<file path="src/design/color_gradient_orientation_unit_assert.svh">
// Assertion macros shared by the color gradient orientation unit
`ifndef COLOR_GRADIENT_ORIENTATION_UNIT_ASSERT_SVH
`define COLOR_GRADIENT_ORIENTATION_UNIT_ASSERT_SVH

// same-cycle implication
`define CGO_ASSERT_NOW(label, clk, rst_n, ante, cons, msg) \
  label: assert property (@(posedge clk) disable iff (!rst_n) (ante) |-> (cons)) \
    else $error(msg);

// next-cycle implication
`define CGO_ASSERT_NEXT(label, clk, rst_n, ante, cons, msg) \
  label: assert property (@(posedge clk) disable iff (!rst_n) (ante) |=> (cons)) \
    else $error(msg);

`endif

</file>
<file path="src/design/cgo_pkg.sv">
// Types and constants of the color gradient orientation unit
`timescale 1ns / 1ps

package cgo_pkg;

  localparam int NUM_CH       = 3;
  localparam int SAMPLE_W     = 8;
  localparam int DIFF_W       = 9;
  localparam int MAG_W        = 9;
  localparam int ANGLE_W      = 16;
  localparam int CH_W         = 2;
  localparam int IN_DATA_W    = 96;
  localparam int OUT_DATA_W   = 32;
  localparam int CORDIC_STEPS = 19;
  localparam int SCALE_SHIFT  = 24;
  localparam int XY_W         = 36;
  localparam int Z_W          = 32;
  localparam int ZC_W         = 30;
  localparam int OUT_SHIFT    = 15;

  localparam logic signed [Z_W-1:0] HALF_PI_UNITS = 32'sd536870912;
  localparam logic [ANGLE_W-1:0]    ANGLE_PI      = 16'd32768;

  localparam logic signed [Z_W-1:0] ATAN_UNITS [CORDIC_STEPS] = '{
    32'sd268435456, 32'sd158466703, 32'sd83729454, 32'sd42502378, 32'sd21333667,
    32'sd10677233,  32'sd5339919,   32'sd2670123,  32'sd1335082,  32'sd667543,
    32'sd333772,    32'sd166886,    32'sd83443,    32'sd41722,    32'sd20861,
    32'sd10430,     32'sd5215,      32'sd2608,     32'sd1304
  };

  typedef struct packed {
    logic [MAG_W-1:0] mag;
    logic [CH_W-1:0]  ch;
    logic             zero;
    logic             hneg;
    logic             mirror;
  } side_t;

  typedef struct packed {
    logic signed [XY_W-1:0] x;
    logic signed [XY_W-1:0] y;
    logic signed [Z_W-1:0]  z;
  } vec_t;

  typedef struct packed {
    logic [MAG_W-1:0]   mag;
    logic [ANGLE_W-1:0] angle;
    logic [CH_W-1:0]    ch;
  } res_t;

endpackage

</file>
<file path="src/design/cgo_finish.sv">
// Angle clamp, rounding and unfold stage
`timescale 1ns / 1ps

`include "color_gradient_orientation_unit_assert.svh"

module cgo_finish import cgo_pkg::*; (
  input  logic  clk,
  input  logic  rst_n,
  input  logic  en,
  input  logic  in_valid,
  input  side_t in_side,
  input  vec_t  in_vec,
  output logic  out_valid,
  output res_t  out_res
);

  logic [ZC_W-1:0]    zc;
  logic [ZC_W-1:0]    zr;
  logic [ANGLE_W-1:0] base;
  res_t               res_nxt;

  logic               valid_r;
  res_t               res_r;

  always_comb begin
    if (in_vec.z[Z_W-1]) begin
      zc = '0;
    end else if (in_vec.z > HALF_PI_UNITS) begin
      zc = HALF_PI_UNITS[ZC_W-1:0];
    end else begin
      zc = in_vec.z[ZC_W-1:0];
    end
    zr   = zc + ZC_W'(1 << (OUT_SHIFT - 1));
    base = ANGLE_W'(zr[ZC_W-1:OUT_SHIFT]);
    res_nxt.mag = in_side.mag;
    res_nxt.ch  = in_side.ch;
    if (in_side.zero) begin
      res_nxt.angle = '0;
    end else if (in_side.hneg) begin
      res_nxt.angle = ANGLE_PI;
    end else if (in_side.mirror) begin
      res_nxt.angle = ANGLE_PI - base;
    end else begin
      res_nxt.angle = base;
    end
  end

  always_ff @(posedge clk) begin
    if (!rst_n) begin
      valid_r <= 1'b0;
    end else if (en) begin
      valid_r <= in_valid;
    end
  end

  always_ff @(posedge clk) begin
    if (en) begin
      res_r <= res_nxt;
    end
  end

  assign out_valid = valid_r;
  assign out_res   = res_r;

  `CGO_ASSERT_NOW(a_angle_range, clk, rst_n, valid_r, res_r.angle <= ANGLE_PI, "angle above pi")

endmodule

</file>
<file path="config.mk">
export PLATFORM = sky130hd
export DESIGN_NAME = cgo_finish
export DESIGN_NICKNAME = d
export VERILOG_FILES = /design/src/design/cgo_pkg.sv /design/src/design/cgo_finish.sv
export VERILOG_INCLUDE_DIRS = /design/src /design/src/design
export SDC_FILE = /design/constraint.sdc
export NUM_CORES = 1
export LEC_CHECK = 0
export BUFFER_PORTS_ARGS = -buffer_cell sky130_fd_sc_hd__buf_2
export CAP_MARGIN = 20
export CORE_MARGIN = 2
export CORE_UTILIZATION = 45
export CTS_CLUSTER_SIZE = 8
export DETAILED_ROUTE_END_ITERATION = 10
export GPL_TIMING_DRIVEN = 0
export HOLD_SLACK_MARGIN = 0.02
export PLACE_DENSITY = 0.87
export SLEW_MARGIN = 20
export SYNTH_ARGS = -nofsm -noshare
export SYNTH_HDL_FRONTEND = slang
export SYNTH_SLANG_ARGS = --single-unit
export TNS_END_PERCENT = 30
</file>
<file path="constraint.sdc">
create_clock -name clk -period 8.3 [get_ports clk]
set_input_delay 0.415 -clock clk [delete_from_list [all_inputs] [get_ports clk]]
set_output_delay 0.415 -clock clk [all_outputs]
set_load 0.02 [all_outputs]
</file>
# --- Yosys cells after proc, flatten, opt, wreduce, memory -nomap -nowiden ---
# Cells that the tools add are included.
totals:
  regBits: 28
  latchBits: 0
  ramBits: 0
  romBits: 0
  output_inout_bits: 28
  elab_cells: 13
  mem_count: 0
classes:
  n_addsub: 2
  multipliers: 0
  div_mod_pow: 0
  order_cmp: 1
  eq_ne: 0
  shift: 0
  mux: 4
  bitwise: 0
  n_reduce_logical: 1
op_table:
  columns: ["op", "count"]
  rows:
  - ["$mux W30", 2]
  - ["$gt A32 B31 Y1 const B", 1]
  - ["$mux W16", 2]
  - ["$add A30 B15 Y30 const B", 1]
  - ["$sub A16 B15 Y16 const A", 1]
  - ["$reduce_or A2 Y1", 1]

# --- Logic depth before layout (Yosys ltp) ---
depth:
  ltp_word: 7
  mapped_depth: 17

# --- Worst setup path before layout ---
# No wires, ideal clock.
synth_path:
  path_type: "input to register"
  start: "input in_vec[0] in the netlist's numbering"
  end: "register res_r (netlist bit out_res[9]) (data pin)"
  setup_time_ps: 147
  t_arrival_ps: 3656
  required_time_ps: 8153
  setup_slack_ps: 4497
  stages: 16
  cell_sequence: "nor4_1 > nand4_1 > or3_1 > buf_2 > a21oi_1 > and2_1 > ha_1 > clkbuf_1 > and4b_1 > buf_2 > nand3_1 > xnor2_1 > a21oi_1 > a32o_1 > or4_1 > a21oi_1"
synth_via:
  elab_chain_cells: 6
synth_rtl:
  columns: ["item", "line", "text"]
  rows:
  - ["start: declaration", "cgo_finish.sv:12", "input vec_t in_vec,"]
  - ["$gt A32 B31 Y1", "cgo_finish.sv:28", "end else if (in_vec.z > HALF_PI_UNITS) begin"]
  - ["$mux W30 *", "cgo_finish.sv:28", null]
  - ["$mux W30 *", "cgo_finish.sv:26", "if (in_vec.z[Z_W-1]) begin"]
  - ["$add A30 B15 Y30 *", "cgo_finish.sv:33", "zr = zc + ZC_W'(1 << (OUT_SHIFT - 1));"]
  - ["$sub A16 B15 Y16", "cgo_finish.sv:42", "res_nxt.angle = ANGLE_PI - base;"]
  - ["$mux W16 *", "cgo_finish.sv:41", "end else if (in_side.mirror) begin"]
  - ["end signal: assignment", "cgo_finish.sv:58", "res_r <= res_nxt;"]
  - ["end: declaration", "cgo_finish.sv:23", "res_t res_r;"]
# Mark *: on every way between the ends. The rest lies on a longest branch, timed or not.
# A chain may end at the register's enable or synchronous reset.

# --- Worst setup path after layout ---
layout_path:
  start: "input in_vec[16] in the netlist's numbering"
  end: "register res_r (netlist bit out_res[15]) (data pin)"
# The elaborated chain is that of the path after synthesis.

==> run metrics <==
Finished Layout Cells=367; first-pass GRT wire length=8.35 mm; HP Class=in -> reg; CP Launch Type=input pin; largest net degree at the start of global routing=29; most common cell after layout, fill and taps aside=buf_2; worst skew pair latency=260 ps; worst-margin pin slew=610 ps; synth warn=0; Final Skew=0 ps; FFs w/ async S/R, synth=0%; switching share of power=29.2%; Overflow after GRT=0; cell mode on critical path=buf_2; DRT Wirelength=5.07 mm; Synth top area share=38.7%; top cells by area, synth=edfxtp_1, a21oi_1, nand2_1; max-slew violation count=0; slowest stage cell, crit path=nor4_1; clk sinks=28; H-tree levels=1; final net count=440; Post-CTS Setup Inserts=0; CTS Hold Buffers Added=0; Post-synth EDFFs=27; Worst slew margin=59.2%; setup slack after layout=3920 ps; CTS tree=done; WHS=324 ps; clk root buf=clkbuf_8; nets in the synthesized netlist=359; die width=72.2 µm; Cell Chain, Critical Path=buf_2 > nor4_1 > nand3_1 > or3_1 > buf_2 > a21oi_1 > and2_1 > ha_1 > clkbuf_1 > and4b_1 > buf_2 > a311o_1 > o211a_1 > nand3_1 > o32ai_2 > a31oi_1 > mux2i_1; drt pass-1 iters=4; RSZ-0062 raised after global routing=no; Clock transition at path regs=80 ps; Cell Int Power=237 µW; final setup violating endpoints=0; GPL Wtd Cong=0.894; gr usage total=19.4%; DR WL/cell=13.8 µm; # IOs=150; Psw=97.6 µW; Clk network pwr share=20.9%; endpoints failing hold=0; critical path peak fanout=9; cell taking the most area after synthesis=edfxtp_1; register area share after synthesis=39.7%; post_cts resized=0; period utilization=52.7%; fmax=228 MHz; Post-Syn Instances=235; status=complete, no violations; Seq pwr share=50.5%; share of layout cells above drive strength 1=30.2%; Clock Path Buffers=2; Distinct cells, synth=55; Crit Path Category=in -> reg; DR vias=2,128; #FFs+latches synth=28; Tot Pwr=335 µW; number of diodes=0; HPWL after detailed placement=4.09 mm; initial core utilization=47.4%; # rows=24; maxcap violations=0; cts bufs inserted=3; dpl cells=363; Final ANT Viol Nets=0; LEAKAGE=0.00102 µW; Die Span Y=72.2 µm; most frequent cells in the layout=buf_2, edfxtp_1, nor2_1, nand2_1, a21oi_1; CP bufs+invs=4; setup TNS=0 ps; min Tclk post-route=4380 ps; post-synthesis average cell area=8.91 µm²; Critical Path RT=8310 ps; initial antenna violation count=0; pwr dens=129 nW/µm²; Mapped Area=2090 µm²; Remaining DRCs=0; maximum VDD drop=69.6 µV; pre-CTS setup slack=3660 ps; arrival time at the worst endpoint=4390 ps; vias in the first global route=1,882; via/cell ratio=5.80; Initial DRC Count=194; Largest delay share family, worst path=simple AND/OR/NAND/NOR gates; # port buffers=76; max incr delay on CP=450 ps; Die ar.=5210 µm²; ys flop type=edfxtp_1; Crit. End Element=register; Core ar.=4410 µm²; Area Growth Syn to Fin=23.4%; Logic pwr share=28.6%
-- worst paths after layout --
kind	start	to	slack [ps]	depth (start not counted)
setup / recovery	in_vec[16]	out_res[15]	3920	17
setup reg to reg	out_valid	out_valid	7710	2
hold / removal	in_side[4]	out_res[1]	320	1
hold reg to reg	out_valid	out_valid	520	2
-- layout make-up --
| class | instances | area, µm² |
|---|---|---|
| fillers | 386 | 1830 |
| multi-input cells | 187 | 1170 |
| flip-flops and latches | 28 | 831 |
| repair buffers | 76 | 380 |
| well taps | 52 | 65.1 |
| plain buffers | 12 | 57.6 |
| clock buffers | 4 | 45.0 |
| inverters | 8 | 30.0 |
-- logic make-up (layout without fill, tap and decap cells) --
kind of cell,count (synthesis),after routing,synth area share (%)
adders and majority gates,2,2,1.20
xor gates and xnor gates,11,11,4.60
buffers and inverters,20,100,4.18
and+or+nand+nor,105,105,26.7
muxes,6,6,2.99
DFF,28,28,39.7
AOI/OAI and AO/OA,63,63,20.7
-- per-stage QoR --
step / utilization (%) / instance area (µm²)
5_1_grt: 58.5 / 2580
3_5_place_dp: 57.5 / 2540
6_report: 58.5 / 2580
2_1_floorplan: - / 2090
4_1_cts: 58.5 / 2580
3_3_place_gp: 57.5 / 2540
-- state kept, by name, indices dropped and copies added (netlist names) --
register   flops
out_res       27
out_valid      1
-- Yosys cell counts, types with 2 or more instances --
cell type,number
o21a_1,2
or3_1,3
mux2_2,2
mux2i_1,4
nand3_1,9
nand2_1,22
xnor2_1,6
nor3_1,8
o21ai_1,2
a211oi_1,3
inv_1,8
nor4_1,7
xor2_1,5
clkbuf_1,7
a31oi_1,4
a21oi_1,18
and4_1,2
nor2_1,22
ha_1,2
o21ai_0,12
nand4_1,7
a211o_1,3
a221o_1,2
or2_2,3
o31ai_1,3
and3_1,4
nor2b_1,2
buf_2,4
and2_1,5
nand2b_1,3
edfxtp_1,27
-- power by group through the flow --
stage	Clock [µW]	Sequential (µW)	Combinational [µW]
4_1_cts	72.4	169	95.8
3_5_place_dp	0	172	95.4
6_report	70.0	169	95.7
3_3_place_gp	0	172	93.3
5_1_grt	77.8	170	105
2_1_floorplan	0	187	43.2
-- metal layers --
layer,track usage [%],vias to the layer above,share of wire (%)
li1,-,1065,-
met1,27.1,954,43
met2,34.1,107,48
met3,1.25,2,8.0
met4,2.10,0,0.32
met5,0,-,0
Power figures use the tool's default switching activity.
