**src/design/color_gradient_orientation_unit_assert.svh**
```systemverilog
// Assertion macros shared by the color gradient orientation unit
`ifndef COLOR_GRADIENT_ORIENTATION_UNIT_ASSERT_SVH
`define COLOR_GRADIENT_ORIENTATION_UNIT_ASSERT_SVH

// same-cycle implication
`define CGO_ASSERT_NOW(label, clk, rst_n, ante, cons, msg) \
  label: assert property (@(posedge clk) disable iff (!rst_n) (ante) |-> (cons)) \
    else $error(msg);

// next-cycle implication
`define CGO_ASSERT_NEXT(label, clk, rst_n, ante, cons, msg) \
  label: assert property (@(posedge clk) disable iff (!rst_n) (ante) |=> (cons)) \
    else $error(msg);

`endif

```
**src/design/cgo_pkg.sv**
```systemverilog
// Types and constants of the color gradient orientation unit
`timescale 1ns / 1ps

package cgo_pkg;

  localparam int NUM_CH       = 3;
  localparam int SAMPLE_W     = 8;
  localparam int DIFF_W       = 9;
  localparam int MAG_W        = 9;
  localparam int ANGLE_W      = 16;
  localparam int CH_W         = 2;
  localparam int IN_DATA_W    = 96;
  localparam int OUT_DATA_W   = 32;
  localparam int CORDIC_STEPS = 19;
  localparam int SCALE_SHIFT  = 24;
  localparam int XY_W         = 36;
  localparam int Z_W          = 32;
  localparam int ZC_W         = 30;
  localparam int OUT_SHIFT    = 15;

  localparam logic signed [Z_W-1:0] HALF_PI_UNITS = 32'sd536870912;
  localparam logic [ANGLE_W-1:0]    ANGLE_PI      = 16'd32768;

  localparam logic signed [Z_W-1:0] ATAN_UNITS [CORDIC_STEPS] = '{
    32'sd268435456, 32'sd158466703, 32'sd83729454, 32'sd42502378, 32'sd21333667,
    32'sd10677233,  32'sd5339919,   32'sd2670123,  32'sd1335082,  32'sd667543,
    32'sd333772,    32'sd166886,    32'sd83443,    32'sd41722,    32'sd20861,
    32'sd10430,     32'sd5215,      32'sd2608,     32'sd1304
  };

  typedef struct packed {
    logic [MAG_W-1:0] mag;
    logic [CH_W-1:0]  ch;
    logic             zero;
    logic             hneg;
    logic             mirror;
  } side_t;

  typedef struct packed {
    logic signed [XY_W-1:0] x;
    logic signed [XY_W-1:0] y;
    logic signed [Z_W-1:0]  z;
  } vec_t;

  typedef struct packed {
    logic [MAG_W-1:0]   mag;
    logic [ANGLE_W-1:0] angle;
    logic [CH_W-1:0]    ch;
  } res_t;

endpackage

```
**src/design/cgo_skid.sv**
```systemverilog
// Output register with skid slot; its fill state stalls the pipeline
`timescale 1ns / 1ps

`include "color_gradient_orientation_unit_assert.svh"

module cgo_skid import cgo_pkg::*; (
  input  logic clk,
  input  logic rst_n,
  input  logic in_valid,
  input  res_t in_res,
  output logic pipe_en,
  output logic out_valid,
  output res_t out_res,
  input  logic out_ready
);

  logic out_valid_r;
  logic out_valid_nxt;
  res_t out_res_r;
  logic skid_valid_r;
  logic skid_valid_nxt;
  res_t skid_res_r;
  logic out_free;
  logic incoming;
  logic load_out;
  logic load_skid;

  assign pipe_en  = !skid_valid_r;
  assign out_free = !out_valid_r || out_ready;
  assign incoming = in_valid && !skid_valid_r;

  always_comb begin
    out_valid_nxt  = out_valid_r;
    skid_valid_nxt = skid_valid_r;
    load_out       = 1'b0;
    load_skid      = 1'b0;
    if (skid_valid_r) begin
      if (out_free) begin
        load_out       = 1'b1;
        out_valid_nxt  = 1'b1;
        skid_valid_nxt = 1'b0;
      end
    end else if (incoming) begin
      if (out_free) begin
        load_out      = 1'b1;
        out_valid_nxt = 1'b1;
      end else begin
        load_skid      = 1'b1;
        skid_valid_nxt = 1'b1;
      end
    end else if (out_free) begin
      out_valid_nxt = 1'b0;
    end
  end

  always_ff @(posedge clk) begin
    if (!rst_n) begin
      out_valid_r  <= 1'b0;
      skid_valid_r <= 1'b0;
    end else begin
      out_valid_r  <= out_valid_nxt;
      skid_valid_r <= skid_valid_nxt;
    end
  end

  always_ff @(posedge clk) begin
    if (load_out) begin
      out_res_r <= skid_valid_r ? skid_res_r : in_res;
    end
    if (load_skid) begin
      skid_res_r <= in_res;
    end
  end

  assign out_valid = out_valid_r;
  assign out_res   = out_res_r;

  `CGO_ASSERT_NOW(a_skid_behind_out, clk, rst_n, skid_valid_r, out_valid_r, "skid word without output word")
  `CGO_ASSERT_NEXT(a_skid_needs_stall, clk, rst_n, !out_valid_r, !skid_valid_r, "skid filled while output free")
  `CGO_ASSERT_NEXT(a_skid_catches, clk, rst_n, in_valid && !skid_valid_r && out_valid_r && !out_ready, skid_valid_r, "stalled word dropped")

endmodule

```
**config.mk**
```make
export PLATFORM = sky130hd
export DESIGN_NAME = cgo_skid
export DESIGN_NICKNAME = d
export VERILOG_FILES = /design/src/design/cgo_pkg.sv /design/src/design/cgo_skid.sv
export VERILOG_INCLUDE_DIRS = /design/src /design/src/design
export SDC_FILE = /design/constraint.sdc
export NUM_CORES = 1
export LEC_CHECK = 0
export BUFFER_PORTS_ARGS = -buffer_cell sky130_fd_sc_hd__buf_2
export CELL_PAD_IN_SITES_DETAIL_PLACEMENT = 0
export CELL_PAD_IN_SITES_GLOBAL_PLACEMENT = 1
export CORE_ASPECT_RATIO = 0.5
export CORE_MARGIN = 3
export CORE_UTILIZATION = 42
export DETAILED_ROUTE_END_ITERATION = 10
export PLACE_DENSITY_LB_ADDON = 0.25
export SLEW_MARGIN = 20
export SYNTH_ARGS = -nofsm -noshare
export SYNTH_HDL_FRONTEND = slang
export SYNTH_SLANG_ARGS = --single-unit
```
**constraint.sdc**
```tcl
create_clock -name clk -period 4.4 [get_ports clk]
set_clock_uncertainty 0.05 [all_clocks]
set_input_delay 0.44 -clock clk [delete_from_list [all_inputs] [get_ports clk]]
set_output_delay 0.44 -clock clk [all_outputs]
set_load 0.005 [all_outputs]
```
# [Word-level counts from Yosys, hierarchy flattened]
# Cells that the tools add are included.
# Widths: inputs -> output; s select.
[totals] register_bits=56 in_bits=31 output_inout_bits=29 elab_cells=25
[op_classes] n_mux=12 n_reduce_logical=5
[op_table] cell="$mux 27" n=1
[op_table] cell="$mux 1" n=11
[op_table] cell="$reduce_bool 3->1" n=1
[op_table] cell="$logic_not 1->1" n=2
[op_table] cell="$logic_and 1x1->1" n=1
[op_table] cell="$logic_or 1x1->1" n=1

# [Longest topological paths before layout]
# Gate-level depths: netlist of the first run.
[logic_depth] word_depth=5 depth_mapped=3 mapped_depth_nobuf=2

# [Worst setup path after synthesis of the first run]
# No wires, ideal clock.
[synth_timing] kind="input -> register" from="input out_ready" to="register skid_res_r[0] (netlist bit), enable pin" setup_ps=451 arrival_ps=2679 t_required_ps=3899 path_slack_ps=1221 path_stages=2 path_cell_list="nand2b_1 nor3b_1"
[synth_via] elab_chain_len=4
[synth_lines] element="start, declared" line="cgo_skid.sv:14" text="input logic out_ready"
[synth_lines] element="$logic_or 1x1->1" line="cgo_skid.sv:29" text="assign out_free = !out_valid_r || out_ready;"
[synth_lines] element="$mux 1" line="cgo_skid.sv:44" text="if (out_free) begin"
[synth_lines] element="$mux 1" line="cgo_skid.sv:43" text="end else if (incoming) begin"
[synth_lines] element="$mux 1" line="cgo_skid.sv:37" text="if (skid_valid_r) begin"
[synth_lines] element="via load_skid" line="cgo_skid.sv:26" text="logic load_skid;"
[synth_lines] element="end signal, assigned" line="cgo_skid.sv:71" text="skid_res_r <= in_res;"
[synth_lines] element="end, declared" line="cgo_skid.sv:22" text="res_t skid_res_r;"
# The timed path passes the listed nets, and every way through them passes these cells.
# A chain may end at the register's enable or synchronous reset.

# [Worst setup path in the final report of the first run]
[layout_timing] from="register out_valid_r (netlist: out_valid)" to="register out_res_r (netlist bit out_res[11]), enable pin"
[layout_via] elab_chain_len=5
[layout_lines] element="start, declared" line="cgo_skid.sv:17" text="logic out_valid_r;"
[layout_lines] element="start signal, assigned" line="cgo_skid.sv:61" text="out_valid_r <= out_valid_nxt;"
[layout_lines] element="$logic_not 1->1 *" line="cgo_skid.sv:29"
[layout_lines] element="$logic_or 1x1->1 *" line="cgo_skid.sv:29"
[layout_lines] element="$mux 1 *" line="cgo_skid.sv:38, cgo_skid.sv:44"
[layout_lines] element="$mux 1" line="cgo_skid.sv:43"
[layout_lines] element="$mux 1 *" line="cgo_skid.sv:37"
[layout_lines] element="via load_out" line="cgo_skid.sv:25" text="logic load_out;"
[layout_lines] element="end signal, assigned" line="cgo_skid.sv:68" text="out_res_r <= skid_valid_r ? skid_res_r : in_res;"
[layout_lines] element="end, declared" line="cgo_skid.sv:19" text="res_t out_res_r;"
# The timed path passes the listed nets; every way through them passes the cells marked *.

==> results of run 1 <==
==> registers in the layout, indices dropped and copies added, names as in the netlist <==
| register | count |
|---|---|
| skid_valid_r | 1 |
| out_valid | 1 |
| skid_res_r | 27 |
| out_res | 27 |
==> critical path: cells and delay by family (launching register included) <==
kind          cells  cell delay (ns)
flops             1             0.32
buf+inv           1             0.36
simple gates      2             0.68
==> kinds of logic after synthesis <==
group / count (synthesis)
flops: 56
compound gates: 1
mux: 27
simple gates: 5
buf+inv: 4
==> placed cells by master, fill, tap and decap left out <==
| cell type | Yosys | routed |
|---|---|---|
| a21boi_0 | 1 | 1 |
| buf_2 | 0 | 59 |
| buf_4 | 0 | 3 |
| bufinv_16 | 0 | 1 |
| clkbuf_8 | 0 | 5 |
| clkinv_2 | 0 | 1 |
| clkinvlp_4 | 0 | 1 |
| dfxtp_1 | 2 | 2 |
| edfxtp_1 | 54 | 54 |
| inv_1 | 1 | 1 |
| mux2_2 | 27 | 27 |
| nand2b_1 | 1 | 1 |
| nor2_2 | 1 | 1 |
| nor2b_2 | 0 | 1 |
| nor3b_2 | 1 | 2 |
==> cell type report <==
cell class	instances	area share (%)
Sequential cell	56	65.55
Multi-Input combinational cell	33	14.12
Timing Repair Buffer	62	12.54
Tap cell	66	3.258
Clock buffer	5	2.715
Clock inverter	3	1.678
Inverter	1	0.1481
==> routing by layer <==
layer / vias to the layer above / global-route usage, %
met5: - / 0
met3: 2 / 3.734
met2: 32 / 17.96
met1: 509 / 16.74
met4: 0 / 4.486
li1: 496 / -
==> report_power, final <==
part / total, mW / internal [mW] / switching [mW] / leakage (nW)
Combinational: 0.0689 / 0.0355 / 0.0334 / 0.360
Sequential: 0.618 / 0.612 / 0.00574 / 0.524
Clock: 0.329 / 0.169 / 0.160 / 0.0541
Total: 1.02 / 0.817 / 0.199 / 0.938
==> through the flow <==
step	area (µm²)	setup WS [ns]
2_1_floorplan	2049	1.221
4_1_cts	2535	2.636
6_report	2535	2.683
3_3_place_gp	2424	2.439
5_1_grt	2535	2.513
3_5_place_dp	2424	2.403
==> how the worst max path moves through the flow <==
stage,to,slack (ns),depth (start not counted)
6_report,out_res[11],2.68,3
5_1_grt,out_res[15],2.51,3
4_1_cts,out_res[20],2.64,3
3_5_place_dp,out_res[12],2.40,4
3_3_place_gp,out_res[10],2.44,4
2_1_floorplan,skid_res_r[0],1.22,2
==> impl_metrics.ini, run 1 <==
[run_status]
status = finished, final reports clean

[cts]
root_buffer = clkbuf_8
clkTransAtPathRegs_ns = 0.10
worstSkewPairLatency_ns = 0.30
post_cts_buffers = 0
cts.hold.buffers_added = 0
cts_sinks = 56
cts_resized = 0
clk_path_buf_depth = 2
cts_tree = yes
numCtsBuffers = 5
htreeDepth = 2

[layout]
n_fill_cell = 381
area_growth_pct = 23.69
final_nets = 190
diodes = 0
layout-drive-gt1-share_pct = 63.13
multi_input_area_um2 = 357.8
stdcell_count = 226
utilization_pct = 55.69
regArea_mm2 = 0.001662

[setup_path]
endpoint_kind = register
arrival_ns = 1.66
critical_path.cell_chain = nand2b_1 -> nor2b_2 -> buf_4
r2r_slack_ns = 2.68
reg2reg_depth = 3
r2r_end = out_res[11]
start_kind = register
crit_type = register to register
setup.worst_path.start = out_valid
crit_path_max_fanout = 16
cp.required_ns = 4.35
slowest_stage = nor2b_2
critical_path.max_stage_delay_ns = 0.53
r2r_start = out_valid

[drt]
ant_nets = 0
wirelength_um = 3438
drc = 0
drt-met1-wl_um = 1696
drt-initial-drc-count = 29
top_layer_used = met4
route.detailed.wl_per_inst_um = 15.21
vias = 1039
routed_via_density = 4.597
wl_met2_um = 1557
routed-wl-met3_um = 163
dr.pass1.iters = 4

[synthesis]
yosysTopAreaCellShare_pct = 79.12
synth_top_family_by_area = multiplexers
synthCells = 93
synth_mux_area_share_pct = 14.84
yosys-top-cells-area = edfxtp_1 (79%), mux2_2 (15%), dfxtp_1 (2.0%)
async_flop_share_pct = 0
ys_ff_latch = 56
synth-compound-area-share_pct = 0.3663
synth_edf_count = 54
synth_flop_cell = edfxtp_1
synth-xor-area-share_pct = 0
synthTopCellsByCount = edfxtp_1 (54), mux2_2 (27), buf_6 (3)
syn_nets = 124
synth_area_mm2 = 0.002049
ys_types = 11
yosys_warnings = 0
yosysSeqAreaShare_pct = 81.07
synth_top_area_cell = edfxtp_1
synthAdderAreaFrac_pct = 0
yosysMostFrequentCell = edfxtp_1
syn_area_per_cell_um2 = 22.04
yosys.area_share.simple_pct = 1.893

[place]
placedCellCount = 218
routabilityCongestion = 0.6994
place_hpwl_um = 2431
numPortBuffers = 59

[global_routing]
grt_pass1_wl_um = 5430
grt_usage_pct = 12.07
antenna_found_initial = 0
grt-ovfl-total = 0
grt_pass1_vias = 1069
grt_max_degree = 30

[floorplanning]
fp.coreArea_mm2 = 0.004552
die_area_mm2 = 0.005805
die_width_um = 104.8
die_y_um = 55.40
row_count = 17
num_io_pins = 60
initial_utilization_pct = 45.02

[hold_path]
hold_depth = 1
hold_start = in_res[4]
whs_endpoint = skid_res_r[4]
hold_path.class = primary input to register

[sta]
finalSetupViolations = 0
rsz0062_at_grt = false
hold_violations = 0
worst_slew_pin_slew_ns = 0.5662
setup_tns_ns = 0
fmax_mhz = 582.4
final_max_slew_viol_count = 0
finalCriticalPeriod_ns = 1.717
slew_headroom_pct = 62.09
post-route-period-util_pct = 39.03
holdWs_ns = 0.2703

[power]
p_leak_nw = 0.9377
max-vdd-ir-drop_uv = 219.5
p_per_area_mw_per_mm2 = 400.7
total_power_mw = 1.016

[flow_run]
drv_cap = 0
Note: power is estimated with default switching activity, not from simulation.
==> run 2: changes to the inputs <==
--- a/config.mk
+++ b/config.mk
@@ -11,7 +11,7 @@
 export CELL_PAD_IN_SITES_GLOBAL_PLACEMENT = 1
 export CORE_ASPECT_RATIO = 0.5
 export CORE_MARGIN = 3
-export CORE_UTILIZATION = 42
+export CORE_UTILIZATION = 38
 export DETAILED_ROUTE_END_ITERATION = 10
 export PLACE_DENSITY_LB_ADDON = 0.25
 export SLEW_MARGIN = 20
==> constraint.sdc (replaced) <==
create_clock -name clk -period 1.4 [get_ports clk]
set_clock_uncertainty 0.05 [all_clocks]
set_input_delay 0.14 -clock clk [delete_from_list [all_inputs] [get_ports clk]]
set_output_delay 0.14 -clock clk [all_outputs]
set_load 0.005 [all_outputs]
==> run 2 against run 1 <==
  * First-iteration DRC count is 28% lower
  * Critical path depth stayed put
  * Register-to-register slack worse by 2.6 ns
  * Sequential power grew to 3.1 times the previous value
  * Global-route usage is 0.27 points lower
  * Wire length is 4.5% higher
  * Power grew to 3.0 times the previous value
  * Setup slack worse by 2.6 ns
  * Count of clock-buffer cells in the layout is 1 higher
  * Clock power grew to 2.6 times the previous value
==> impl_metrics.ini, run 2 (synthesis results as in run 1) <==
[cts]
root_buffer = clkbuf_8
numCtsBuffers = 5
cts_sinks = 56
cts_tree = yes
clkTransAtPathRegs_ns = 0.09
worstSkewPairLatency_ns = 0.31
htreeDepth = 2
clk_path_buf_depth = 2
cts_resized = 0

[global_routing]
grt_util_met1_pct = 15.49
use_met2_pct = 18.45
grt_pass1_wl_um = 5492
grt_pass1_vias = 1111
grt_max_degree = 20
antenna_found_initial = 0
gr-usage-met3_pct = 3.337
gr-max-usage-layer = met2
grt_usage_pct = 11.80
grt-ovfl-total = 0

[power]
max-vdd-ir-drop_uv = 496.6
seqPwrFrac_pct = 63.1
p_sw_share_pct = 20.36
pwr-share-comb_pct = 9.7
p_per_area_mw_per_mm2 = 1069
p_leak_nw = 1.078
switching_power_uw = 627.3
p_int_mw = 2.454
power.share.clock_pct = 27.2
total_power_mw = 3.081

[layout]
mostFrequentLayoutCells = buf_2 (59), edfxtp_1 (54), mux2_2 (27), dlygate4sd3_1 (27), clkbuf_8 (5)
area_growth_pct = 40.60
layout-drive-gt1-share_pct = 55.26
diodes = 0
mostFrequentLayoutCell = buf_2
final_nets = 220
stdcell_count = 260

[sta]
hold_violations = 0
finalSetupViolations = 0
fmax_mhz = 771.3
final_max_slew_viol_count = 0
layout_setup_ws_ns = 0.1034
finalCriticalPeriod_ns = 1.297
worst_slew_pin_slew_ns = 0.2465
setup_tns_ns = 0
holdWs_ns = 0.03558
post-route-period-util_pct = 92.61
rsz0062_at_grt = false
slew_headroom_pct = 83.55

[floorplanning]
die_y_um = 57.93
row_count = 18
die_area_mm2 = 0.006364
num_io_pins = 60
fp.coreArea_mm2 = 0.005067
initial_utilization_pct = 40.44
die_width_um = 109.9

[drt]
drc = 0
route.detailed.wl_per_inst_um = 13.81
routed_via_density = 4.408
dr.pass1.iters = 4
vias = 1146
wirelength_um = 3591
drt-initial-drc-count = 21
ant_nets = 0

[place]
routabilityCongestion = 0.6772
placedCellCount = 225
place_hpwl_um = 2497
pre_cts_slack_ns = 0.1189
numPortBuffers = 59

[run_status]
status = finished, final reports clean

[flow_run]
drv_cap = 0

[setup_path]
start_kind = register
crit_path_max_fanout = 16
crit_type = register to output pin
endpoint_kind = output pin
arrival_ns = 1.11
cp.required_ns = 1.21

[hold_path]
hold_path.class = primary input to register
-- run 2: path summary, 6_finish.rpt --
kind                start           end  slack, ns  cells after the start
max          skid_valid_r       pipe_en       0.10                      3
min                 rst_n     out_valid       0.04                      2
min reg2reg     out_valid  skid_valid_r       0.46                      2
max reg2reg  skid_valid_r    out_res[5]       0.12                      2
-- run 2: layout make-up --
class | count | area (µm²)
clock buffers | 6 | 72.57
clock inverters | 2 | 11.26
fillers | 419 | 2186
inverters | 1 | 3.754
multi-input cells | 33 | 381.6
flip-flops and latches | 56 | 1664
well taps | 70 | 87.58
repair buffers | 92 | 660.6
-- run 2: per-stage QoR --
step,utilization [%],cell area [µm²]
after global routing,56.86,2882
final,56.86,2882
after CTS,56.86,2882
after detailed placement,49.88,2527
after global placement,49.88,2527
after floorplan,-,2083
-- run 2: what timing repair did --
| item | 4_1_cts | 5_1_grt |
|---|---|---|
| hold endpoints to repair | 27 | 0 |
| hold buffers | 27 | 0 |
| buffers inserted | 0 | 0 |
-- run 2: critical path, cell delays in order, from the launching register on --
cell	delay, ns
dfxtp_2	0.45
buf_12	0.19
inv_1	0.05
buf_2	0.12
-- run 2: power by group through the flow --
stage / Sequential, mW / Combinational [mW] / Clock (mW)
after floorplan: 1.99 / 0.0918 / 0
after CTS: 1.95 / 0.304 / 0.875
after global routing: 1.95 / 0.328 / 0.940
final: 1.94 / 0.298 / 0.839
after detailed placement: 1.98 / 0.245 / 0
after global placement: 1.98 / 0.241 / 0
-- run 2: layer usage --
metal,wire [µm],vias to the layer above
met5,0,-
met4,45,0
met3,197,5
met2,1640,35
met1,1707,550
li1,-,556
