[config.mk]
export PLATFORM = sky130hd
export DESIGN_NAME = cgo_cordic_stage
export DESIGN_NICKNAME = d
export VERILOG_FILES = /design/src/design/color_gradient_orientation_unit_assert.svh /design/src/design/cgo_pkg.sv /design/src/design/cgo_cordic_stage.sv
export SDC_FILE = /design/constraint.sdc
export NUM_CORES = 1
export LEC_CHECK = 0
export ABC_AREA = 1
export BUFFER_PORTS_ARGS = -buffer_cell sky130_fd_sc_hd__buf_4
export CORE_MARGIN = 2
export CORE_UTILIZATION = 45
export CTS_BUF_LIST = sky130_fd_sc_hd__clkbuf_2 sky130_fd_sc_hd__clkbuf_4 sky130_fd_sc_hd__clkbuf_8
export DETAILED_ROUTE_END_ITERATION = 10
export HOLD_SLACK_MARGIN = 0.02
export PLACE_DENSITY = 0.68
export SYNTH_ARGS = -nofsm -noshare
export SYNTH_HDL_FRONTEND = slang
export SYNTH_SLANG_ARGS = --single-unit
export TNS_END_PERCENT = 5
[constraint.sdc]
create_clock -name clk -period 3.1 [get_ports clk]
set_input_delay 0.465 -clock clk [delete_from_list [all_inputs] [get_ports clk]]
set_output_delay 0.465 -clock clk [all_outputs]
set_load 0.05 [all_outputs]
[src/design/color_gradient_orientation_unit_assert.svh]
// Assertion macros shared by the color gradient orientation unit
`ifndef COLOR_GRADIENT_ORIENTATION_UNIT_ASSERT_SVH
`define COLOR_GRADIENT_ORIENTATION_UNIT_ASSERT_SVH

// same-cycle implication
`define CGO_ASSERT_NOW(label, clk, rst_n, ante, cons, msg) \
  label: assert property (@(posedge clk) disable iff (!rst_n) (ante) |-> (cons)) \
    else $error(msg);

// next-cycle implication
`define CGO_ASSERT_NEXT(label, clk, rst_n, ante, cons, msg) \
  label: assert property (@(posedge clk) disable iff (!rst_n) (ante) |=> (cons)) \
    else $error(msg);

`endif

[src/design/cgo_pkg.sv]
// Types and constants of the color gradient orientation unit
`timescale 1ns / 1ps

package cgo_pkg;

  localparam int NUM_CH       = 3;
  localparam int SAMPLE_W     = 8;
  localparam int DIFF_W       = 9;
  localparam int MAG_W        = 9;
  localparam int ANGLE_W      = 16;
  localparam int CH_W         = 2;
  localparam int IN_DATA_W    = 96;
  localparam int OUT_DATA_W   = 32;
  localparam int CORDIC_STEPS = 19;
  localparam int SCALE_SHIFT  = 24;
  localparam int XY_W         = 36;
  localparam int Z_W          = 32;
  localparam int ZC_W         = 30;
  localparam int OUT_SHIFT    = 15;

  localparam logic signed [Z_W-1:0] HALF_PI_UNITS = 32'sd536870912;
  localparam logic [ANGLE_W-1:0]    ANGLE_PI      = 16'd32768;

  localparam logic signed [Z_W-1:0] ATAN_UNITS [CORDIC_STEPS] = '{
    32'sd268435456, 32'sd158466703, 32'sd83729454, 32'sd42502378, 32'sd21333667,
    32'sd10677233,  32'sd5339919,   32'sd2670123,  32'sd1335082,  32'sd667543,
    32'sd333772,    32'sd166886,    32'sd83443,    32'sd41722,    32'sd20861,
    32'sd10430,     32'sd5215,      32'sd2608,     32'sd1304
  };

  typedef struct packed {
    logic [MAG_W-1:0] mag;
    logic [CH_W-1:0]  ch;
    logic             zero;
    logic             hneg;
    logic             mirror;
  } side_t;

  typedef struct packed {
    logic signed [XY_W-1:0] x;
    logic signed [XY_W-1:0] y;
    logic signed [Z_W-1:0]  z;
  } vec_t;

  typedef struct packed {
    logic [MAG_W-1:0]   mag;
    logic [ANGLE_W-1:0] angle;
    logic [CH_W-1:0]    ch;
  } res_t;

endpackage

[src/design/cgo_cordic_stage.sv]
// One registered CORDIC vectoring iteration
`timescale 1ns / 1ps

module cgo_cordic_stage import cgo_pkg::*; #(
  parameter int STEP = 0
) (
  input  logic  clk,
  input  logic  rst_n,
  input  logic  en,
  input  logic  in_valid,
  input  side_t in_side,
  input  vec_t  in_vec,
  output logic  out_valid,
  output side_t out_side,
  output vec_t  out_vec
);

  logic signed [XY_W-1:0] x;
  logic signed [XY_W-1:0] y;
  logic signed [XY_W-1:0] xs;
  logic signed [XY_W-1:0] ys;
  vec_t                   vec_nxt;

  logic                   valid_r;
  side_t                  side_r;
  vec_t                   vec_r;

  assign x  = in_vec.x;
  assign y  = in_vec.y;
  assign xs = x >>> STEP;
  assign ys = y >>> STEP;

  always_comb begin
    if (!y[XY_W-1]) begin
      vec_nxt.x = x + ys;
      vec_nxt.y = y - xs;
      vec_nxt.z = in_vec.z + ATAN_UNITS[STEP];
    end else begin
      vec_nxt.x = x - ys;
      vec_nxt.y = y + xs;
      vec_nxt.z = in_vec.z - ATAN_UNITS[STEP];
    end
  end

  always_ff @(posedge clk) begin
    if (!rst_n) begin
      valid_r <= 1'b0;
    end else if (en) begin
      valid_r <= in_valid;
    end
  end

  always_ff @(posedge clk) begin
    if (en) begin
      side_r <= in_side;
      vec_r  <= vec_nxt;
    end
  end

  assign out_valid = valid_r;
  assign out_side  = side_r;
  assign out_vec   = vec_r;

endmodule

# ---- Word level (Yosys, flattened, before mapping)
# Index checks and enable logic that the tools add are counted.
dict set report totals {
  register_bits 119
  latchBits 0
  mem_bits_rw 0
  rom_bits 0
  inputBits 122
  output_inout_bits 119
  elab_cells 15
  memories 0
}
dict set report classes {
  n_addsub 5
  n_mul 0
  div 0
  order_cmp 0
  eq_ne 0
  shift 0
  mux 1
  bitwise 0
  n_reduce_logical 0
}
# op n
set op_table {}
lappend op_table {{two-way mux 104 bit} 1}
lappend op_table {{subtractor 36 bit} 2}
lappend op_table {{adder 36 bit} 1}
lappend op_table {{adder 32 x 30 -> 32 bit, second input constant} 1}
lappend op_table {{subtractor 32 x 30 -> 32 bit, second input constant} 1}

# ---- Longest topological paths before layout
# Gate-level depths: netlist of the first run.
dict set report logic_depth {
  depth_word 2
  ltp_mapped 18
  mapped_depth_nobuf 17
}

# ---- Worst setup path before layout of the first run
# No wires, ideal clock.
dict set report synth_timing {
  path_kind {input -> register}
  startpoint {in in_vec[32] (netlist name)}
  endpoint {reg vec_r, in the netlist out_vec[100], data pin}
  setup_ns 0.254
  t_arrival_ns 1.929
  required_time_ns 2.846
  slack_ns 0.917
  cell_stages 15
  n_path_buf 0
  cell_sequence {ha_1 > inv_1 > fa_1 > inv_1 > nand3_1 > nand3_1 > nand3_1 > nand2_1 > nand2_1 > nand2_1 > nand2_1 > nand2_1 > nand2_1 > nand3_1 > nand2_1}
}
# element line
set synth_rtl {}
lappend synth_rtl {{from (decl)} cgo_cordic_stage.sv:12} ;# input vec_t in_vec,
lappend synth_rtl {{to (signal assigned)} cgo_cordic_stage.sv:56} ;# vec_r <= vec_nxt;
lappend synth_rtl {{to (decl)} cgo_cordic_stage.sv:26} ;# vec_t vec_r;

==> flow_metrics.py, run 1 <==
metrics = {
    "status": {
        "status": "complete, no violations",
    },
    "timing": {
        "period_share_pct": 85.0,
        "clock_skew_ns": 0,
        "tightest_slew_ns": 0.658,
        "finalSetupTns_ns": 0,
        "fin_ws_ns": 0.464,
        "setup_violations": 0,
        "drv_slew": 0,
        "period_minus_slack_ns": 2.64,
        "rsz0062_at_grt": "no",
        "max_freq_ghz": 0.379,
        "hold_viol": 0,
        "slew_headroom_pct": 56.2,
    },
    "detailed_routing": {
        "drc_errors": 0,
        "drt_first_pass_iters": 6,
        "ant_nets": 0,
        "route.met2.wl_microns": 18500,
        "dr.max_layer_used": "met4",
        "wl_met1_microns": 19100,
        "first_iter_violations": 1373,
        "wl_per_cell_microns": 18.6,
        "vias": 12200,
        "wl_met3_microns": 3700,
        "avgViaCountPerCell": 5.35,
        "wl_microns": 42400,
    },
    "floorplan": {
        "rows": 58,
        "core_area_sq_um": 25200,
        "dieArea_sq_um": 26900,
        "num_io_pins": 241,
        "initial_utilization_pct": 45.8,
        "die_h_microns": 164,
        "die_x_microns": 164,
    },
    "setup_path": {
        "slowest_stage": "a21oi_1",
        "arrival_ns": 2.82,
        "worstSetupPathType": "in2reg",
        "crit_required_ns": 3.28,
        "path_cells": "buf_4, inv_1, ha_1, a21oi_1, o21ai_0, a21oi_1, nor2_1, nor2_1, nand3_1, nand3_1, nand2_1",
        "timing.critical_path.from": "in_vec[50]",
        "r2r-start": "out_valid",
        "slowest_delay_ns": 0.48,
        "cp_max_fo": 10,
        "cp-end-kind": "flop",
        "startpoint_type": "input port",
    },
    "synthesis": {
        "syn_area_sq_um": 11500,
        "synth_compound_area_share_pct": 12.6,
        "yosys_warnings": 0,
        "syn_inst": 1694,
        "synth_seq_cells": 118,
        "synthMuxAreaShare_pct": 0.0868,
        "syn-num-nets": 1931,
        "synth-xor-area-share_pct": 2.51,
        "synth.avg_cell_area_sq_um": 6.81,
        "synth_cell_types": 46,
        "synth-simple-area-share_pct": 30.8,
        "synth_top_family_by_area": "simple AND/OR/NAND/NOR gates",
        "yosysSeqAreaShare_pct": 30.6,
        "synth_fa_ha_area_share_pct": 12.7,
    },
    "power": {
        "pwr-share-seq_pct": 31.4,
        "p_leak_nw": 7.17,
        "power.switching_mw": 2.95,
        "finalPower_mw": 6.54,
        "p_per_area_nw_per_um2": 464,
        "p_int_mw": 3.60,
        "p_sw_share_pct": 45.0,
        "peakVddDrop_mv": 0.286,
        "power.clock.fraction_pct": 24.8,
        "pwr-share-comb_pct": 43.8,
    },
    "global_routing": {
        "antenna_found_initial": 0,
        "grt_pass1_vias": 11400,
        "track_usage_pct": 31.0,
        "grt_pass1_wl_microns": 63100,
        "grt_overflow": 0,
        "grt_max_degree": 54,
    },
    "clock_network": {
        "root_buffer": "clkbuf_8",
        "clock-sinks": 118,
        "numCtsBuffers": 17,
        "post-cts-setup-buffers": 0,
        "clk_pin_slew_worst_paths_ns": 0.09,
        "ctsHoldBuffers": 0,
        "clock_path_buffers": 2,
        "cts_tree": "done",
        "cts_max_level": 4,
        "cts-resized-gates": 0,
        "clk_latency_ns": 0.45,
    },
    "hold_path": {
        "hp-class": "in2reg",
        "hp-start": "in_vec[13]",
    },
    "final_layout": {
        "syn_to_final_growth_pct": 22.3,
        "fin_nets": 2169,
        "final_util_pct": 56.0,
        "drive_gt1_share_pct": 17.3,
        "fillers": 2548,
    },
    "place": {
        "dp_slack_ns": 0.212,
        "globalplace.congestion": 1.03,
        "io_buffers": 240,
        "dpl.hpwl_microns": 35000,
    },
    "job": {
        "maxCapViolations": 0,
    },
}
## path summary, 6_finish.rpt
path | cells past startpoint | slack [ns] | end
max reg2reg | 2 | 2.46 | out_valid
min reg2reg | 2 | 0.56 | out_valid
max | 11 | 0.46 | out_vec[59]
min | 1 | 0.18 | out_vec[13]
## layout make-up
class	count	area, sq um	area share, %
repair buffers	264	2010	14.2
diodes	1	2.50	0.0177
clock inverters	15	181	1.29
inverters	258	968	6.86
multi-input cells	1273	6770	48.0
flip-flops and latches	118	3530	25.0
clock buffers	17	234	1.66
well taps	330	413	2.93
## logic make-up (layout without fill, tap and decap cells)
kind of cell / Yosys count / count (layout)
AOI/OAI and AO/OA: 266 / 266
and+or+nand+nor: 858 / 858
adders and majority gates: 115 / 115
muxes: 1 / 1
buffers and inverters: 303 / 554
xor gates and xnor gates: 33 / 33
DFF: 118 / 118
other: 0 / 1
## cells in the mapped netlist, drive strengths merged
master | number | area share [%]
xnor2 | 4 | 0.30
a21oi | 126 | 5.6
ha | 111 | 12
clkinv | 1 | 0.033
nand4 | 8 | 0.43
a31oi | 6 | 0.33
dfxtp | 1 | 0.17
nor4 | 2 | 0.16
nor2 | 162 | 5.6
o211ai | 2 | 0.13
o22ai | 8 | 0.43
nor3b | 1 | 0.11
and2 | 3 | 0.16
a21boi | 2 | 0.16
o21ai | 94 | 4.1
edfxtp | 117 | 30
o21bai | 17 | 1.1
a21o | 7 | 0.46
o21a | 2 | 0.13
nand2 | 506 | 17
nand3 | 151 | 6.6
buf | 37 | 2.0
or2 | 7 | 0.38
inv | 257 | 8.4
nor3 | 17 | 0.74
o31ai | 2 | 0.13
nand3b | 1 | 0.065
xor2 | 29 | 2.2
clkbuf | 8 | 0.27
fa | 4 | 0.69
mux2i | 1 | 0.087
## power by group through the flow
| stage | logic (mW) | registers (mW) | clock network [mW] |
|---|---|---|---|
| detailed placement | 2.82 | 2.09 | 0 |
| global placement | 2.81 | 2.09 | 0 |
| floorplan | 1.18 | 2.76 | 0 |
| finish | 2.87 | 2.06 | 1.62 |
| global route | 3.08 | 2.07 | 1.70 |
| CTS | 2.83 | 2.06 | 1.65 |
## registers in the layout, summed over array words and instances (netlist names)
| signal | cells |
|---|---|
| out_side | 14 |
| out_vec | 103 |
| out_valid | 1 |
## placed cells by master (no fill, tap or decap), drive strengths merged, types with 3 or more instances in the layout
master	netlist	layout
edfxtp	117	117
o21bai	17	17
nor3	17	17
clkinv	1	3
nor2	162	162
nand2	506	506
and2	3	3
a31oi	6	6
nand4	8	8
xnor2	4	4
nand3	151	151
a21o	7	7
o22ai	8	8
ha	111	111
a21oi	126	126
clkbuf	8	17
fa	4	4
o21ai	94	94
or2	7	7
xor2	29	29
inv	257	266
buf	37	264
## routing by layer
layer | global-route usage, % | up-vias
li1 | - | 5950
met1 | 44.5 | 5568
met2 | 49.0 | 600
met3 | 3.74 | 68
met4 | 9.13 | 0
met5 | 0 | -
## worst max-delay path, delay by kind of cell
| kind | cells | cell delay (ns) |
|---|---|---|
| buffers and inverters | 2 | 0.13 |
| AOI/OAI and AO/OA | 3 | 1.25 |
| adders and majority gates | 1 | 0.43 |
| and+or+nand+nor | 5 | 0.54 |
## per-stage QoR
| stage | std cells | hold slack [ns] | instance area [sq um] |
|---|---|---|---|
| floorplan | 1694 | 0.558 | 11500 |
| global placement | 2243 | 0.532 | 13700 |
| detailed placement | 2243 | 0.552 | 13700 |
| CTS | 2275 | 0.157 | 14100 |
| global route | 2275 | 0.157 | 14100 |
| finish | 2276 | 0.177 | 14100 |
Note: power is estimated with default switching activity, not from simulation.
==> run 2, diff against run 1 <==
clock period = 2.44 ns   (was 3.1 ns; I/O delays follow)
==> run 2 against run 1 <==
Against the previous run:
- register-to-register slack lost 0.67 ns
- clock power grew 30%
- sequential cell count is the same
- clock skew is the same
- setup slack lost 0.30 ns
- critical endpoint is now out_vec[51]
- largest power group unchanged
- highest routed layer unchanged
==> flow_metrics.py, run 2 (same netlist as run 1, synthesis figures left out) <==
metrics = {
    "power": {
        "peakVddDrop_mv": 0.388,
        "p_leak_nw": 8.57,
        "p_per_area_nw_per_um2": 551,
    },
    "timing": {
        "setup_violations": 0,
        "tightest_slew_ns": 0.484,
        "clock_skew_ns": 0,
        "max_freq_ghz": 0.439,
        "rsz0062_at_grt": "no",
        "drv_slew": 0,
        "finalSetupTns_ns": 0,
        "period_share_pct": 93.5,
        "hold_viol": 0,
        "slew_headroom_pct": 67.4,
        "period_minus_slack_ns": 2.28,
        "hold_slack_ns": 0.0821,
    },
    "global_routing": {
        "grt_overflow": 0,
        "grt_pass1_vias": 13000,
        "track_usage_pct": 33.8,
        "grt_max_degree": 75,
        "antenna_found_initial": 0,
        "grt_pass1_wl_microns": 68800,
    },
    "final_layout": {
        "multi_input_area_sq_um": 6770,
        "drive_gt1_share_pct": 27.9,
        "layout_common_cells": "buf_4 (550), nand2_1 (501), inv_1 (247), nand3_1 (150), nor2_1 (150)",
        "fin_cells": 2564,
        "syn_to_final_growth_pct": 41.3,
        "diodes": 0,
        "final_common_cell": "buf_4",
        "fin_nets": 2458,
        "register_area_sq_um": 3530,
        "fillers": 2347,
        "largest_register_ffs": 103,
    },
    "setup_path": {
        "arrival_ns": 2.48,
        "crit_top_cell": "nand2_1",
        "crit_buf_inv": 4,
        "r2r-end": "out_valid",
        "path_cells": "buf_4, inv_1, ha_1, buf_4, nand2_1, nor2_1, nand2_1, o211ai_1, buf_4, nand2_1, nand2_1, nand2_1, nand3_1, nand2_1",
        "slowest_stage": "ha_1",
        "cp_top_family": "simple AND/OR/NAND/NOR gates",
        "worstSetupEndpoint": "out_vec[51]",
        "r2r-start": "out_valid",
        "startpoint_type": "input port",
        "cp_max_fo": 6,
        "timing.critical_path.from": "in_vec[39]",
        "cp-end-kind": "flop",
        "ff2ff_setup_slack_ns": 1.79,
        "worst-r2r-cell-count": 2,
        "crit_cells": 14,
        "crit_required_ns": 2.64,
        "worstSetupPathType": "in2reg",
        "slowest_delay_ns": 0.40,
    },
    "clock_network": {
        "clk_latency_ns": 0.43,
        "cts_tree": "done",
        "root_buffer": "clkbuf_8",
        "clock_path_buffers": 2,
        "clk_pin_slew_worst_paths_ns": 0.09,
        "numCtsBuffers": 17,
        "cts_max_level": 4,
        "clock-sinks": 118,
    },
    "status": {
        "status": "complete, no violations",
    },
    "place": {
        "dp.cells": 2531,
        "globalplace.congestion": 1.01,
        "dpl.hpwl_microns": 38000,
        "io_buffers": 240,
    },
    "detailed_routing": {
        "ant_nets": 0,
        "vias": 13300,
        "drc_errors": 0,
        "wl_microns": 45300,
        "first_iter_violations": 979,
        "drt_first_pass_iters": 8,
        "wl_per_cell_microns": 17.7,
        "avgViaCountPerCell": 5.21,
    },
    "hold_path": {
        "min_path_cells": 1,
        "hp-class": "in2reg",
        "hp-start": "in_vec[23]",
    },
    "floorplan": {
        "core_area_sq_um": 25200,
        "die_x_microns": 164,
        "initial_utilization_pct": 45.8,
        "num_io_pins": 241,
        "die_h_microns": 164,
        "dieArea_sq_um": 26900,
        "rows": 58,
    },
    "job": {
        "maxCapViolations": 0,
    },
}
==> run 2: cell count changes in the layout (fill, tap and decap cells not counted), sizes merged <==
cell | before | now
inv | 266 | 264
diode | 1 | 0
buf | 264 | 553
bufinv | 2 | 3
clkinv | 3 | 5
clkinvlp | 2 | 1
==> run 2: cell type report <==
class,count,area share [%]
clock buffer,17,1.44
clock inverter,15,1.17
multi-input combinational,1273,41.5
timing repair buffer,553,25.7
tap,330,2.53
sequential,118,21.7
inverter,258,5.94
==> run 2: report_power, final <==
part           switching [mW]  internal, mW  total, mW
registers              0.0804          2.54       2.62
clock network            1.06          1.04       2.10
logic                    2.69          1.57       4.26
==> run 2: worst min-delay path by stage <==
stage               slack, ns           to
floorplan                0.46    out_valid
global placement         0.53    out_valid
detailed placement       0.54    out_valid
CTS                      0.07   out_vec[6]
global route             0.06  out_vec[19]
finish                   0.08  out_vec[23]
==> run 2: through the flow <==
| step | cell area (sq um) | worst slack [ns] | utilization, % | power [mW] |
|---|---|---|---|---|
| after floorplan | 11500 | 0.356 | - | 5.00 |
| final | 16300 | 0.160 | 64.7 | 8.98 |
| after CTS | 16300 | 0.180 | 64.7 | 8.95 |
| after detailed placement | 15900 | -0.250 | 63.0 | 6.85 |
| after global routing | 16300 | 0.0450 | 64.7 | 9.40 |
| after global placement | 15900 | -0.266 | 63.0 | 6.79 |
==> run 2: per-layer routing <==
layer	vias to the layer above	part of all wire, %	global-route usage [%]
li1	6526	-	-
met1	6134	44	45.8
met2	594	45	54.5
met3	95	7.9	4.77
met4	0	3.6	13.0
met5	-	0	0
==> run 2: what timing repair did <==
item,CTS,global route
hold buffers,0,0
buffers inserted,0,1
resized for setup,0,0
setup endpoints to repair,0,1
hold endpoints to repair,0,0
==> run 3, diff against run 2 <==
CORE_ASPECT_RATIO = 1.75   (was unset)
==> run 3 against run 2 <==
Against the previous run:
- first-iteration DRC count down 6.6%
- combinational power is essentially flat
- die area grew 0.19%
- cell count decreased by 0.82%
- cell area shrank 0.31%
- sequential share of layout area up 0.068 points
- critical endpoint is now out_vec[45]
- largest cell class unchanged
==> flow_metrics.py, run 3 (same netlist as run 1, synthesis figures left out) <==
metrics = {
    "final_layout": {
        "fin_nets": 2451,
        "largest_register_ffs": 103,
        "drive_gt1_share_pct": 27.2,
        "fin_cells": 2543,
        "syn_to_final_growth_pct": 40.9,
        "final_util_pct": 64.4,
        "layout_common_cells": "buf_4 (529), nand2_1 (501), inv_1 (247), nand3_1 (150), nor2_1 (150)",
        "diodes": 0,
        "final_common_cell": "buf_4",
    },
    "timing": {
        "tightest_slew_ns": 0.596,
        "drv_slew": 0,
        "hold_viol": 0,
        "max_freq_ghz": 0.424,
        "fin_ws_ns": 0.0834,
        "slew_headroom_pct": 59.8,
        "rsz0062_at_grt": "no",
        "setup_violations": 0,
        "period_minus_slack_ns": 2.36,
        "hold_slack_ns": 0.0603,
        "clock_skew_ns": 0,
        "period_share_pct": 96.6,
    },
    "setup_path": {
        "r2r-start": "out_valid",
        "r2r-end": "out_valid",
        "arrival_ns": 2.59,
        "timing.critical_path.from": "in_vec[38]",
        "cp-end-kind": "flop",
        "worstSetupPathType": "in2reg",
        "ff2ff_setup_slack_ns": 1.74,
        "slowest_stage": "a21oi_1",
        "cp_top_family": "compound AO/OA/AOI/OAI gates",
        "crit_required_ns": 2.68,
        "path_cells": "buf_4, inv_1, ha_1, buf_4, a21oi_1, o21ai_0, a21oi_1, o21ai_1, or2_2, nand3_1, o21ai_0",
        "slowest_delay_ns": 0.47,
        "startpoint_type": "input port",
        "cp_max_fo": 9,
        "worst-r2r-cell-count": 2,
        "crit_buf_inv": 3,
    },
    "place": {
        "dpl.hpwl_microns": 40800,
        "dp.cells": 2499,
        "globalplace.congestion": 1.11,
        "io_buffers": 240,
        "dp_slack_ns": -0.355,
    },
    "clock_network": {
        "cts_tree": "done",
        "clock-sinks": 118,
        "cts-resized-gates": 0,
        "root_buffer": "clkbuf_8",
        "numCtsBuffers": 17,
        "clk_pin_slew_worst_paths_ns": 0.10,
        "clock_path_buffers": 2,
        "clk_latency_ns": 0.47,
        "cts_max_level": 4,
    },
    "global_routing": {
        "grt.busiest_layer": "met2",
        "use_met3_pct": 4.76,
        "grtUsageMet2_pct": 67.4,
        "grt_pass1_vias": 13600,
        "grt_overflow": 0,
        "track_usage_pct": 35.2,
        "grt_use_met1_pct": 30.7,
        "grt_pass1_wl_microns": 72000,
        "antenna_found_initial": 0,
        "grt_max_degree": 75,
    },
    "floorplan": {
        "initial_utilization_pct": 45.7,
        "core_area_sq_um": 25200,
        "dieArea_sq_um": 27000,
        "die_h_microns": 216,
        "die_x_microns": 125,
        "rows": 77,
        "num_io_pins": 241,
    },
    "status": {
        "status": "complete, no violations",
    },
    "detailed_routing": {
        "drc_errors": 0,
        "wl_per_cell_microns": 19.0,
        "wl_microns": 48400,
        "first_iter_violations": 914,
        "vias": 13400,
        "avgViaCountPerCell": 5.26,
        "ant_nets": 0,
        "drt_first_pass_iters": 8,
    },
    "power": {
        "p_per_area_nw_per_um2": 539,
        "peakVddDrop_mv": 0.325,
        "p_leak_nw": 8.52,
    },
    "hold_path": {
        "hp-class": "in2reg",
        "hp-start": "in_vec[6]",
        "min_path_cells": 1,
        "whs_endpoint": "out_vec[6]",
    },
    "job": {
        "maxCapViolations": 0,
    },
}
## run 3: changes by cell type in the layout (fill, tap and decap cells not counted), moves of 2 or more
cell and change:
buf_12 +2, buf_4 -21, bufinv_16 -3, clkinv_4 -2
clkinv_8 +2, dlygate4sd3_1 +12, inv_8 +3
## run 3: worst reg2reg max path, cell delays in order (launching register included)
cell,delay (ns)
dfxtp_1,0.32
o21ai_0,0.20
a21oi_1,0.06
## run 3: worst max path at each step
stage                              end  slack, ns  cells after the start
after floorplan           out_vec[100]       0.36                     15
after global placement     out_vec[45]      -0.37                     11
after detailed placement   out_vec[45]      -0.35                     11
after CTS                  out_vec[45]       0.20                     11
after global routing       out_vec[49]       0.07                     14
final                      out_vec[45]       0.08                     11
## run 3: what timing repair did
| item | in CTS | in global routing |
|---|---|---|
| hold endpoints to repair | 12 | 0 |
| hold buffers | 12 | 0 |
| setup buffers | 0 | 0 |
## run 3: report_power, final
part	internal, mW	switching, mW
clock	0.767	1.07
combinational	1.56	2.73
sequential	2.54	0.0980
## run 3: stage by stage
stage | power (mW) | TNS, ns | area, sq um
after floorplan | 5.00 | 0 | 11500
after global placement | 6.84 | -7.38 | 15700
after detailed placement | 6.90 | -7.81 | 15700
after CTS | 8.75 | 0 | 16200
after global routing | 9.15 | 0 | 16200
final | 8.76 | 0 | 16200
## run 3: layout make-up
class	instances	area, sq um
clock buffers	17	234
clock inverters	15	155
fillers	2398	8990
inverters	258	968
multi-input cells	1273	6770
flip-flops and latches	118	3530
well taps	316	395
repair buffers	546	4190
## run 3: metal layers
layer  vias to the layer above  share of wire, %
li1                       6509                 -
met1                      6133                32
met2                       541                53
met3                       191               4.2
met4                         0                11
met5                         -                 0
